### src/sv/upd_pkg.sv
// ----------------------------------------------------------------------------
// upd_pkg
// Shared types, character constants and pair decode helpers for the URL
// percent decoder.
// ----------------------------------------------------------------------------
`default_nettype none

package upd_pkg;

  // result slots held per request (worst case is the four-byte fallback)
  localparam int unsigned SLOTS   = 4;
  localparam int unsigned CNT_W   = 3;

  // character codes
  localparam logic [7:0] CH_PLUS  = 8'h2B;  // '+'
  localparam logic [7:0] CH_PCT   = 8'h25;  // '%'
  localparam logic [7:0] CH_SPACE = 8'h20;  // ' '
  localparam logic [7:0] CH_BTICK = 8'h60;  // '`'
  localparam logic [7:0] CH_APOS  = 8'h27;  // '\''
  localparam logic [7:0] CH_DASH  = 8'h2D;  // '-'
  localparam logic [7:0] CH_AMP   = 8'h26;  // '&'
  localparam logic [7:0] CH_DOT   = 8'h2E;  // '.'
  localparam logic [7:0] CH_EQ    = 8'h3D;  // '='
  localparam logic [7:0] CH_USCR  = 8'h5F;  // '_'
  localparam logic [7:0] CH_LF    = 8'h0A;
  localparam logic [7:0] CH_CR    = 8'h0D;

  // escape progress
  typedef enum logic [1:0] {
    PH_IDLE = 2'd0,
    PH_HI   = 2'd1,
    PH_LO   = 2'd2
  } upd_phase_e;

  typedef logic [CNT_W-1:0] upd_cnt_t;

  typedef struct packed {
    logic [7:0] in_byte;
    logic       end_of_text;
  } upd_in_t;

  typedef struct packed {
    logic [7:0] out_byte;
    logic       byte_valid;
    logic       final_result;
  } upd_out_t;

  typedef upd_out_t [SLOTS-1:0] upd_slots_t;

  // escape state carried between requests
  typedef struct packed {
    upd_phase_e phase;
    logic [7:0] first_digit;
  } upd_esc_t;

  function automatic logic is_dec(input logic [7:0] c);
    return (c >= 8'h30) && (c <= 8'h39);
  endfunction

  // hex letter A-F / a-f: flag and value 10..15
  function automatic logic [4:0] hex_letter(input logic [7:0] c);
    logic hit;
    hit = ((c >= 8'h41) && (c <= 8'h46)) || ((c >= 8'h61) && (c <= 8'h66));
    return {hit, 4'd9 + {1'b0, c[2:0]}};
  endfunction

  function automatic logic plain_pass(input logic [7:0] c);
    return ((c >= 8'h41) && (c <= 8'h5A)) || ((c >= 8'h61) && (c <= 8'h7A)) ||
           is_dec(c) || (c == CH_DASH) || (c == CH_AMP) || (c == CH_DOT) ||
           (c == CH_EQ) || (c == CH_USCR);
  endfunction

  // whitelisted pair: {hit, decoded byte}
  function automatic logic [8:0] decode_pair(input logic [7:0] hi, input logic [7:0] lo);
    logic [4:0] let_v;
    logic       let_ok;
    logic [3:0] let_n;
    logic       dig_ok;
    logic [3:0] dig_n;
    logic [8:0] res;
    let_v  = hex_letter(lo);
    let_ok = let_v[4];
    let_n  = let_v[3:0];
    dig_ok = is_dec(lo);
    dig_n  = lo[3:0];
    res    = '0;
    unique case (hi)
      8'h30: begin
        if (let_ok && (let_n == 4'd13)) res = {1'b1, CH_LF};
        else if (let_ok && (let_n == 4'd10)) res = {1'b1, CH_CR};
      end
      8'h32: begin
        if (dig_ok && (dig_n != 4'd0)) res = {1'b1, 4'h2, dig_n};
        else if (let_ok) res = {1'b1, 4'h2, let_n};
      end
      8'h33: begin
        if (let_ok) res = {1'b1, 4'h3, let_n};
      end
      8'h34: begin
        if (dig_ok && (dig_n == 4'd0)) res = {1'b1, 8'h40};
      end
      8'h35: begin
        if (let_ok && (let_n >= 4'd11)) res = {1'b1, 4'h5, let_n};
      end
      8'h36: begin
        if (dig_ok && (dig_n == 4'd0)) res = {1'b1, 8'h60};
      end
      8'h37: begin
        if (let_ok && (let_n >= 4'd11) && (let_n <= 4'd14)) res = {1'b1, 4'h7, let_n};
      end
      default: res = '0;
    endcase
    return res;
  endfunction

endpackage

`default_nettype wire

### src/sv/upd_step.sv
// ----------------------------------------------------------------------------
// upd_step
// Decodes one request against the escape state: gives the result slots,
// their count and the next escape state.
// ----------------------------------------------------------------------------
`default_nettype none

module upd_step (
  input  upd_pkg::upd_in_t    req_i,
  input  upd_pkg::upd_esc_t   esc_i,
  output upd_pkg::upd_esc_t   esc_o,
  output upd_pkg::upd_slots_t slots_o,
  output upd_pkg::upd_cnt_t   cnt_o
);
  import upd_pkg::*;

  logic [8:0]  pair;
  logic [7:0]  c;
  upd_slots_t  slots;
  upd_cnt_t    cnt;

  assign c    = req_i.in_byte;
  assign pair = decode_pair(esc_i.first_digit, c);

  // byte classification and escape tracking
  always_comb begin
    slots = '0;
    cnt   = '0;
    esc_o = esc_i;
    unique case (esc_i.phase)
      PH_HI: begin
        esc_o.first_digit = c;
        esc_o.phase       = PH_LO;
      end
      PH_LO: begin
        esc_o.phase = PH_IDLE;
        if (pair[8]) begin
          slots[0] = '{out_byte: pair[7:0], byte_valid: 1'b1, final_result: 1'b0};
          cnt      = upd_cnt_t'(1);
        end else begin
          slots[0] = '{out_byte: CH_BTICK, byte_valid: 1'b1, final_result: 1'b0};
          slots[1] = '{out_byte: esc_i.first_digit, byte_valid: 1'b1, final_result: 1'b0};
          slots[2] = '{out_byte: c, byte_valid: 1'b1, final_result: 1'b0};
          slots[3] = '{out_byte: CH_APOS, byte_valid: 1'b1, final_result: 1'b0};
          cnt      = upd_cnt_t'(SLOTS);
        end
      end
      default: begin
        esc_o.phase = PH_IDLE;
        if (c == CH_PCT) begin
          esc_o.phase = PH_HI;
        end else if (c == CH_PLUS) begin
          slots[0] = '{out_byte: CH_SPACE, byte_valid: 1'b1, final_result: 1'b0};
          cnt      = upd_cnt_t'(1);
        end else if (plain_pass(c)) begin
          slots[0] = '{out_byte: c, byte_valid: 1'b1, final_result: 1'b0};
          cnt      = upd_cnt_t'(1);
        end
      end
    endcase

    // end of string: drop a pending escape, mark the last result
    if (req_i.end_of_text) begin
      esc_o.phase = PH_IDLE;
      if (cnt == '0) begin
        cnt = upd_cnt_t'(1);
      end
      for (int i = 0; i < SLOTS; i++) begin
        if (upd_cnt_t'(i + 1) == cnt) slots[i].final_result = 1'b1;
      end
    end
  end

  assign slots_o = slots;
  assign cnt_o   = cnt;

endmodule

`default_nettype wire

### src/sv/url_percent_decoder_core.sv
// ----------------------------------------------------------------------------
// url_percent_decoder_core
// URL percent decoder: plain bytes filtered, '+' to space, %XY escapes
// decoded against a whitelist, unlisted pairs expanded to four bytes.
// ----------------------------------------------------------------------------
//  channel | handshake              | payload
//  in      | in_valid_i / in_stall_o  | in_data_i  (in_byte, end_of_text)
//  out     | out_valid_o / out_stall_i| out_data_o (out_byte, byte_valid,
//          |                        |             final_result)
//
//  one request per cycle while each gives at most one result and the output is not stalled
//  an unlisted escape pair gives four results from the result buffer,
//  one a cycle unless the output stalls, holding off new requests while more than one waits
//  reset clears the escape state and empties the result buffer
//  a stalled output holds the buffer; input is taken again once the
//  buffer's last waiting result leaves
// ----------------------------------------------------------------------------
`default_nettype none

module url_percent_decoder_core (
  input  wire                  clk_i,
  input  wire                  rst_ni,
  input  wire                  in_valid_i,
  output logic                 in_stall_o,
  input  upd_pkg::upd_in_t     in_data_i,
  output logic                 out_valid_o,
  input  wire                  out_stall_i,
  output upd_pkg::upd_out_t    out_data_o
);
  import upd_pkg::*;

  upd_esc_t   esc_q, esc_d, esc_next;
  upd_slots_t slot_q, slot_d, step_slots;
  upd_cnt_t   cnt_q, cnt_d, step_cnt;
  logic       in_acc;
  logic       out_pop;

  upd_step u_step (
    .req_i   (in_data_i),
    .esc_i   (esc_q),
    .esc_o   (esc_next),
    .slots_o (step_slots),
    .cnt_o   (step_cnt)
  );

  // handshake
  assign out_valid_o = (cnt_q != '0);
  assign out_data_o  = slot_q[0];
  assign out_pop     = out_valid_o && !out_stall_i;
  assign in_stall_o  = (cnt_q > upd_cnt_t'(1)) || ((cnt_q == upd_cnt_t'(1)) && out_stall_i);
  assign in_acc      = in_valid_i && !in_stall_o;

  // result buffer load and drain
  always_comb begin
    esc_d  = esc_q;
    slot_d = slot_q;
    cnt_d  = cnt_q;
    if (in_acc) begin
      esc_d  = esc_next;
      slot_d = step_slots;
      cnt_d  = step_cnt;
    end else if (out_pop) begin
      for (int i = 0; i < SLOTS - 1; i++) begin
        slot_d[i] = slot_q[i + 1];
      end
      slot_d[SLOTS-1] = '0;
      cnt_d           = cnt_q - upd_cnt_t'(1);
    end
  end

  // control state
  always_ff @(posedge clk_i or negedge rst_ni) begin
    if (!rst_ni) begin
      esc_q <= '{phase: PH_IDLE, first_digit: 8'h00};
      cnt_q <= '0;
    end else begin
      esc_q <= esc_d;
      cnt_q <= cnt_d;
    end
  end

  // result payload
  always_ff @(posedge clk_i) begin
    slot_q <= slot_d;
  end

endmodule

`default_nettype wire

### config.mk
export PLATFORM = sky130hd
export DESIGN_NAME = url_percent_decoder_core
export DESIGN_NICKNAME = d
export VERILOG_FILES = /design/src/sv/upd_pkg.sv /design/src/sv/upd_step.sv /design/src/sv/url_percent_decoder_core.sv
export SDC_FILE = /design/constraint.sdc
export NUM_CORES = 1
export LEC_CHECK = 0
export BUFFER_PORTS_ARGS = -buffer_cell sky130_fd_sc_hd__buf_2
export CORE_MARGIN = 2
export CORE_UTILIZATION = 40
export DETAILED_ROUTE_END_ITERATION = 10
export PLACE_DENSITY_LB_ADDON = 0.1
export SLEW_MARGIN = 20
export SYNTH_ARGS = -nofsm -noshare
export SYNTH_HDL_FRONTEND = slang
export SYNTH_SLANG_ARGS = --single-unit
### constraint.sdc
create_clock -name clk_i -period 2.7 [get_ports clk_i]
set_clock_uncertainty 0.05 [all_clocks]
set_input_delay 0.405 -clock clk_i [delete_from_list [all_inputs] [get_ports clk_i]]
set_output_delay 0.405 -clock clk_i [all_outputs]
set_load 0.01 [all_outputs]
==> After elaboration in Yosys (flattened, before gate mapping) <==
Cells that the tools add are included.
{ "word_totals": {"out_inout_bits": 12, "regBits": 53, "inputBits": 13, "elab_cells": 122} }
{ "op_classes": {"order_cmp": 11, "reduce_logical": 31, "eq_ne": 23, "mux": 40, "addsub": 2} }
{ "op_table": {"columns": ["operator", "n"], "rows": [
  ["equality test 8 x 6 -> 1 bit (second input constant)", 13],
  ["2-to-1 mux 9 bit", 9],
  ["2-to-1 mux 40 bit", 2],
  ["one-hot mux 9 bit (7 select lines)", 1],
  ["2-to-1 mux 28 bit", 2],
  ["2-to-1 mux 10 bit", 4],
  ["<= comparator 8 x 7 -> 1 bit (second input constant)", 4],
  ["2-to-1 mux 3 bit", 7],
  ["one-hot mux 10 bit (2 select lines)", 1],
  ["greater-or-equal comparator 8 x 7 -> 1 bit (second input constant)", 2],
  ["logical AND 1 bit", 14],
  ["2-to-1 mux 1 bit", 11],
  ["logical OR 1 bit", 9],
  ["equality test 4 bit (second input constant)", 2],
  ["equality test 8 x 7 -> 1 bit (second input constant)", 1],
  ["greater-or-equal comparator 8 x 6 -> 1 bit (second input constant)", 1],
  ["<= comparator 8 x 6 -> 1 bit (second input constant)", 1],
  ["equality test 2 x 3 -> 1 bit (first input constant)", 2],
  ["one-hot mux 3 bit (2 select lines)", 1],
  ["adder 4 x 3 -> 4 bit (first input constant)", 1],
  ["greater-or-equal comparator 4 bit (second input constant)", 1],
  ["<= comparator 4 bit (second input constant)", 1],
  ["zero test 4 bit", 1],
  ["one-hot mux 2 bit (2 select lines)", 1],
  ["other kinds (14)", 15]
]} }

==> Logic depth before layout (Yosys ltp) <==
{ "logic_depth": {"ltp_word": 20, "mapped_depth": 11, "depth_no_buf": 8} }

==> Hierarchy <==
A second synthesis with hierarchy kept.
{ "hier_totals": {"hier_cells": 320, "hier_area_um2": 3684.8} }
{ "modules_own_cells": {"columns": ["mod", "seq_area_each_um2", "cells_each", "area_each_um2", "n_inst"], "rows": [
  ["url_percent_decoder_core", 1526.5, 145, 2474.9, 1],
  ["upd_step", 0.0, 175, 1209.9, 1]
]} }

==> Worst setup path before layout <==
No wires, ideal clock.
{ "synth_path": {"path_kind": "reg-to-reg", "startpoint": "register cnt_q[0]", "endpoint": "register slot_q (netlist bit out_data_o[0]) (enable)", "path_buffers": 1, "path_stages_with_launch": 7, "path_slack_ns": 0.071, "period_less_slack_ns": 2.629, "arrival_time_ns": 2.190, "cell_sequence": "dfrtp_1 -> ha_1 -> or3_1 -> a21oi_1 -> nand2_1 -> clkbuf_1 -> nand2_1"} }
{ "synth_between": {"elab_chain_cells": 6, "word_cells_on_any_way": 9, "classes_between": "1 x order compare; 1 x eq/ne; 7 x reduce/logical"} }
{ "synth_lines": {"columns": ["element", "line", "source"], "rows": [
  ["start: declaration", "url_percent_decoder_core.sv:34", "upd_cnt_t cnt_q, cnt_d, step_cnt;"],
  ["start signal: assignment", "url_percent_decoder_core.sv:78", "cnt_q <= cnt_d;"],
  ["parallel branches: the longest is 5 deep, another holds > comparator 3 x 1 -> 1 bit", null, null],
  ["nonzero test 2 bit (no source line) (*)", null, null],
  ["end signal: assignment", "url_percent_decoder_core.sv:84", "slot_q <= slot_d;"],
  ["end: declaration", "url_percent_decoder_core.sv:33", "upd_slots_t slot_q, slot_d, step_slots;"]
]} }
Every way passes the cells marked *.
A chain may end at the register's enable or synchronous reset.

==> results.md <==
- Result of the run: complete, no violations
- Sequential fraction of the synthesis area: 45.3%
- Overall power consumption: 2.95 mW
- Total Negative Setup Slacks: 0 ns
- Number of DRC violations after detailed-routing iteration 0: 165
- Kind of end point of the critical path: flop
- Final-report setup violation count: 0
- Largest fanout on the critical path: 12
- CTS HTree Levels: 2
- Ys async rst share: 28.9%
- Post-synthesis instance area: 2840 um2
- P&R area growth vs syn: 18.4%
- Clock sink count: 45
- Synth unique cells: 62
- Count of state elements after synthesis: 45
- Top-count cell post-synth: sky130_fd_sc_hd__edfxtp_1
- Initial core utilization: 41.6%
- Fillcell total: 682
- Maximum capacitance violations: 0
- Number of primary I/O pins: 25
- Peak ir drop on the vdd network: 0.356 mV
- Endpoint required time on the critical path: 2.71 ns
- Detail-routed via count per cell: 5.42
- Start point of the worst hold path: in_data_i[0]
- Die extent in x: 88.3 um
- Final number of hold-violating endpoints: 0
- DRC viols: 0
- Worst max-slew margin expressed relative to the limit: 63.6%
- Via count of the first global-routing pass: 2,109
- Crit path arrival time: 2.52 ns
- Busiest layer in global routing: met1
- Setup slack of the critical path after layout: 0.188 ns
- Post-Place Worst Slack: -0.0959 ns
- Vias: 2,244
- Pin count of the biggest net entering global routing: 33
- Antenna fix cells: 0
- Clock tree from TritonCTS: done
- Footprint of the multi-input gates: 1330 um2
- Total wirelength of the detailed-routed design: 7060 um
- Area fraction of the dominant cell type after synthesis: 33.8%
- Fin crit share: 93.0%
- Crit Path Category: reg2reg
- Post-CTS setup repair buffer count: 0
- Setup crit start kind: flop
- Register area: 1290 um2
- Slew Viols, Final: 0
- Maximum clock frequency: 0.398 GHz
- Launching point of the worst reg2reg path: esc_q[7]
- Most common flop cell mapped by yosys: sky130_fd_sc_hd__edfxtp_1
- Port-buffer cells: 24
- DIE HEIGHT: 88.3 um
- Number of antenna violations at the first check in global routing: 0
- Cts bufs inserted: 5
- Overall routing resource usage: 18.8%
- Clock slew at reported path FFs: 0.09 ns
- Max clock buf depth: 2
- Grt total ovfl: 0
- Share of post-route cells with drive strength above 1: 25.2%
- Net total in the final layout: 340
- Core outline area: 6830 um2
- CTS root buffer: sky130_fd_sc_hd__clkbuf_8
- Global routing usage on met2: 27.7%
- Leak Pwr: 1.35 nW
- Yosys Warn Count: 0
- Worst slew pin tran: 0.532 ns
- Area leader, netlist: sky130_fd_sc_hd__edfxtp_1
- Area of the die: 7790 um2
- Largest cells by area after synthesis: sky130_fd_sc_hd__edfxtp_1, sky130_fd_sc_hd__dfrtp_1, sky130_fd_sc_hd__ha_1, sky130_fd_sc_hd__o21ai_0, sky130_fd_sc_hd__buf_4
- Wire length of the first global-routing pass: 11,300 um
- Most instantiated cells after synthesis: sky130_fd_sc_hd__edfxtp_1, sky130_fd_sc_hd__nand2_1, sky130_fd_sc_hd__o21ai_0
- Classification of the worst-slack hold path: in2reg
- HPWL after detailed placement: 5330 um
- Wirelength per Cell: 17.1 um
- Cell Pwr Density: 878 nW/um2
- RSZ-0062 raised after global routing: false
- Std-Cell Rows: 30
- Drt first pass iters: 4
- Global-route met1 utilization: 29.0%
- Insertion delay to the later sink of the worst-skew pair: 0.30 ns
- Met3 track demand over resource: 3.36%
- Final antenna-violating net count: 0
- Launch point of the worst path: esc_q[7]
- Placer congestion estimate: 0.913
- Minimum period implied by the final worst setup slack: 2.51 ns
- Number of enable flip-flop cells after synthesis: 32
- Avg Cell Area, Syn: 10.1 um2
- Post-Synthesis Cells: 280
- Net count after synthesis: 303
per-stage QoR:
stage / hold WS (ns) / cell area [um2] / utilization (%) / cells
6_report: 0.353 / 3360 / 49.2 / 414
5_1_grt: 0.338 / 3360 / 49.2 / 414
2_1_floorplan: 0.0594 / 2840 / - / 280
3_3_place_gp: 0.274 / 3210 / 47.0 / 405
4_1_cts: 0.331 / 3360 / 49.1 / 414
3_5_place_dp: 0.272 / 3210 / 47.0 / 405
routing by layer:
layer,vias to the layer above,wire (um)
met5,-,0
met2,61,3070
met4,0,59
li1,1107,-
met3,6,329
met1,1070,3610
area by class of cell:
cell class / count / area share (%)
clock buffers: 5 / 2.05
flip-flops and latches: 45 / 38.3
inverters: 17 / 1.90
well taps: 96 / 3.57
repair buffers: 59 / 12.6
clock inverters: 3 / 2.05
multi-input cells: 189 / 39.6
report_power, final:
part	switching (mW)	total, mW	internal (mW)
Sequential	0.194	1.36	1.16
Combinational	0.528	0.978	0.450
Clock	0.244	0.617	0.373
Total	0.966	2.95	1.99
worst paths after layout:
kind / endpoint / depth (start not counted) / slack [ns]
worst max-delay path: slot_q[21] / 7 / 0.19
worst min-delay path: cnt_q[0] / 2 / 0.35
worst max register to register: slot_q[21] / 7 / 0.19
worst min register to register: slot_q[20] / 1 / 0.48
max in group asynchronous: esc_q[0] / 2 / 1.88
min in group asynchronous: cnt_q[1] / 2 / 0.47
what timing repair did:
item,4_1_cts,5_1_grt
resized for setup,0,2
hold endpoints to repair,13,0
endpoints found under the setup margin,0,2
hold buffers,1,0
registers in the layout, indices dropped and copies added, names as in the netlist:
signal	cells
slot_q	22
esc_q	10
out_data_o	10
cnt_q	3
critical path, cell delays in order (launching register included):
cell	delay, ns
sky130_fd_sc_hd__dfrtp_1	0.43
sky130_fd_sc_hd__nand4bb_4	0.31
sky130_fd_sc_hd__nor4b_4	0.29
sky130_fd_sc_hd__o311ai_1	0.16
sky130_fd_sc_hd__a311oi_2	0.54
sky130_fd_sc_hd__nor3_2	0.08
sky130_fd_sc_hd__buf_4	0.19
sky130_fd_sc_hd__or2_1	0.21
placed cells by master (no fill, tap or decap), types with 3 or more instances in the layout:
cell                        instances
sky130_fd_sc_hd__a22o_1             8
sky130_fd_sc_hd__a22oi_1            7
sky130_fd_sc_hd__o21a_1             3
sky130_fd_sc_hd__and2_1             7
sky130_fd_sc_hd__edfxtp_1          32
sky130_fd_sc_hd__a21o_1             6
sky130_fd_sc_hd__buf_12             3
sky130_fd_sc_hd__nand3_1            3
sky130_fd_sc_hd__nand2_1           20
sky130_fd_sc_hd__mux2_2             3
sky130_fd_sc_hd__ha_1              10
sky130_fd_sc_hd__buf_4             31
sky130_fd_sc_hd__o21ai_0           19
sky130_fd_sc_hd__inv_1             17
sky130_fd_sc_hd__nor3_1             8
sky130_fd_sc_hd__clkbuf_8           5
sky130_fd_sc_hd__o2111ai_1          3
sky130_fd_sc_hd__buf_2             24
sky130_fd_sc_hd__nor2_1            17
sky130_fd_sc_hd__nor4_1             3
sky130_fd_sc_hd__a21oi_1           10
sky130_fd_sc_hd__nand2b_1           9
sky130_fd_sc_hd__a221oi_1           3
sky130_fd_sc_hd__dfrtp_1           13
sky130_fd_sc_hd__nand3b_1           5
cell families (layout without fill, tap and decap cells):
| family | count (synthesis) | after routing | synth area share (%) |
|---|---|---|---|
| compound gates | 82 | 82 | 20.8 |
| fa+ha+maj | 10 | 10 | 4.41 |
| mux | 5 | 5 | 1.89 |
| simple gates | 90 | 90 | 18.9 |
| flops | 45 | 45 | 45.3 |
| xor+xnor | 2 | 2 | 0.617 |
| buf+inv | 46 | 84 | 8.06 |
Note: power is estimated with default switching activity, not from simulation.
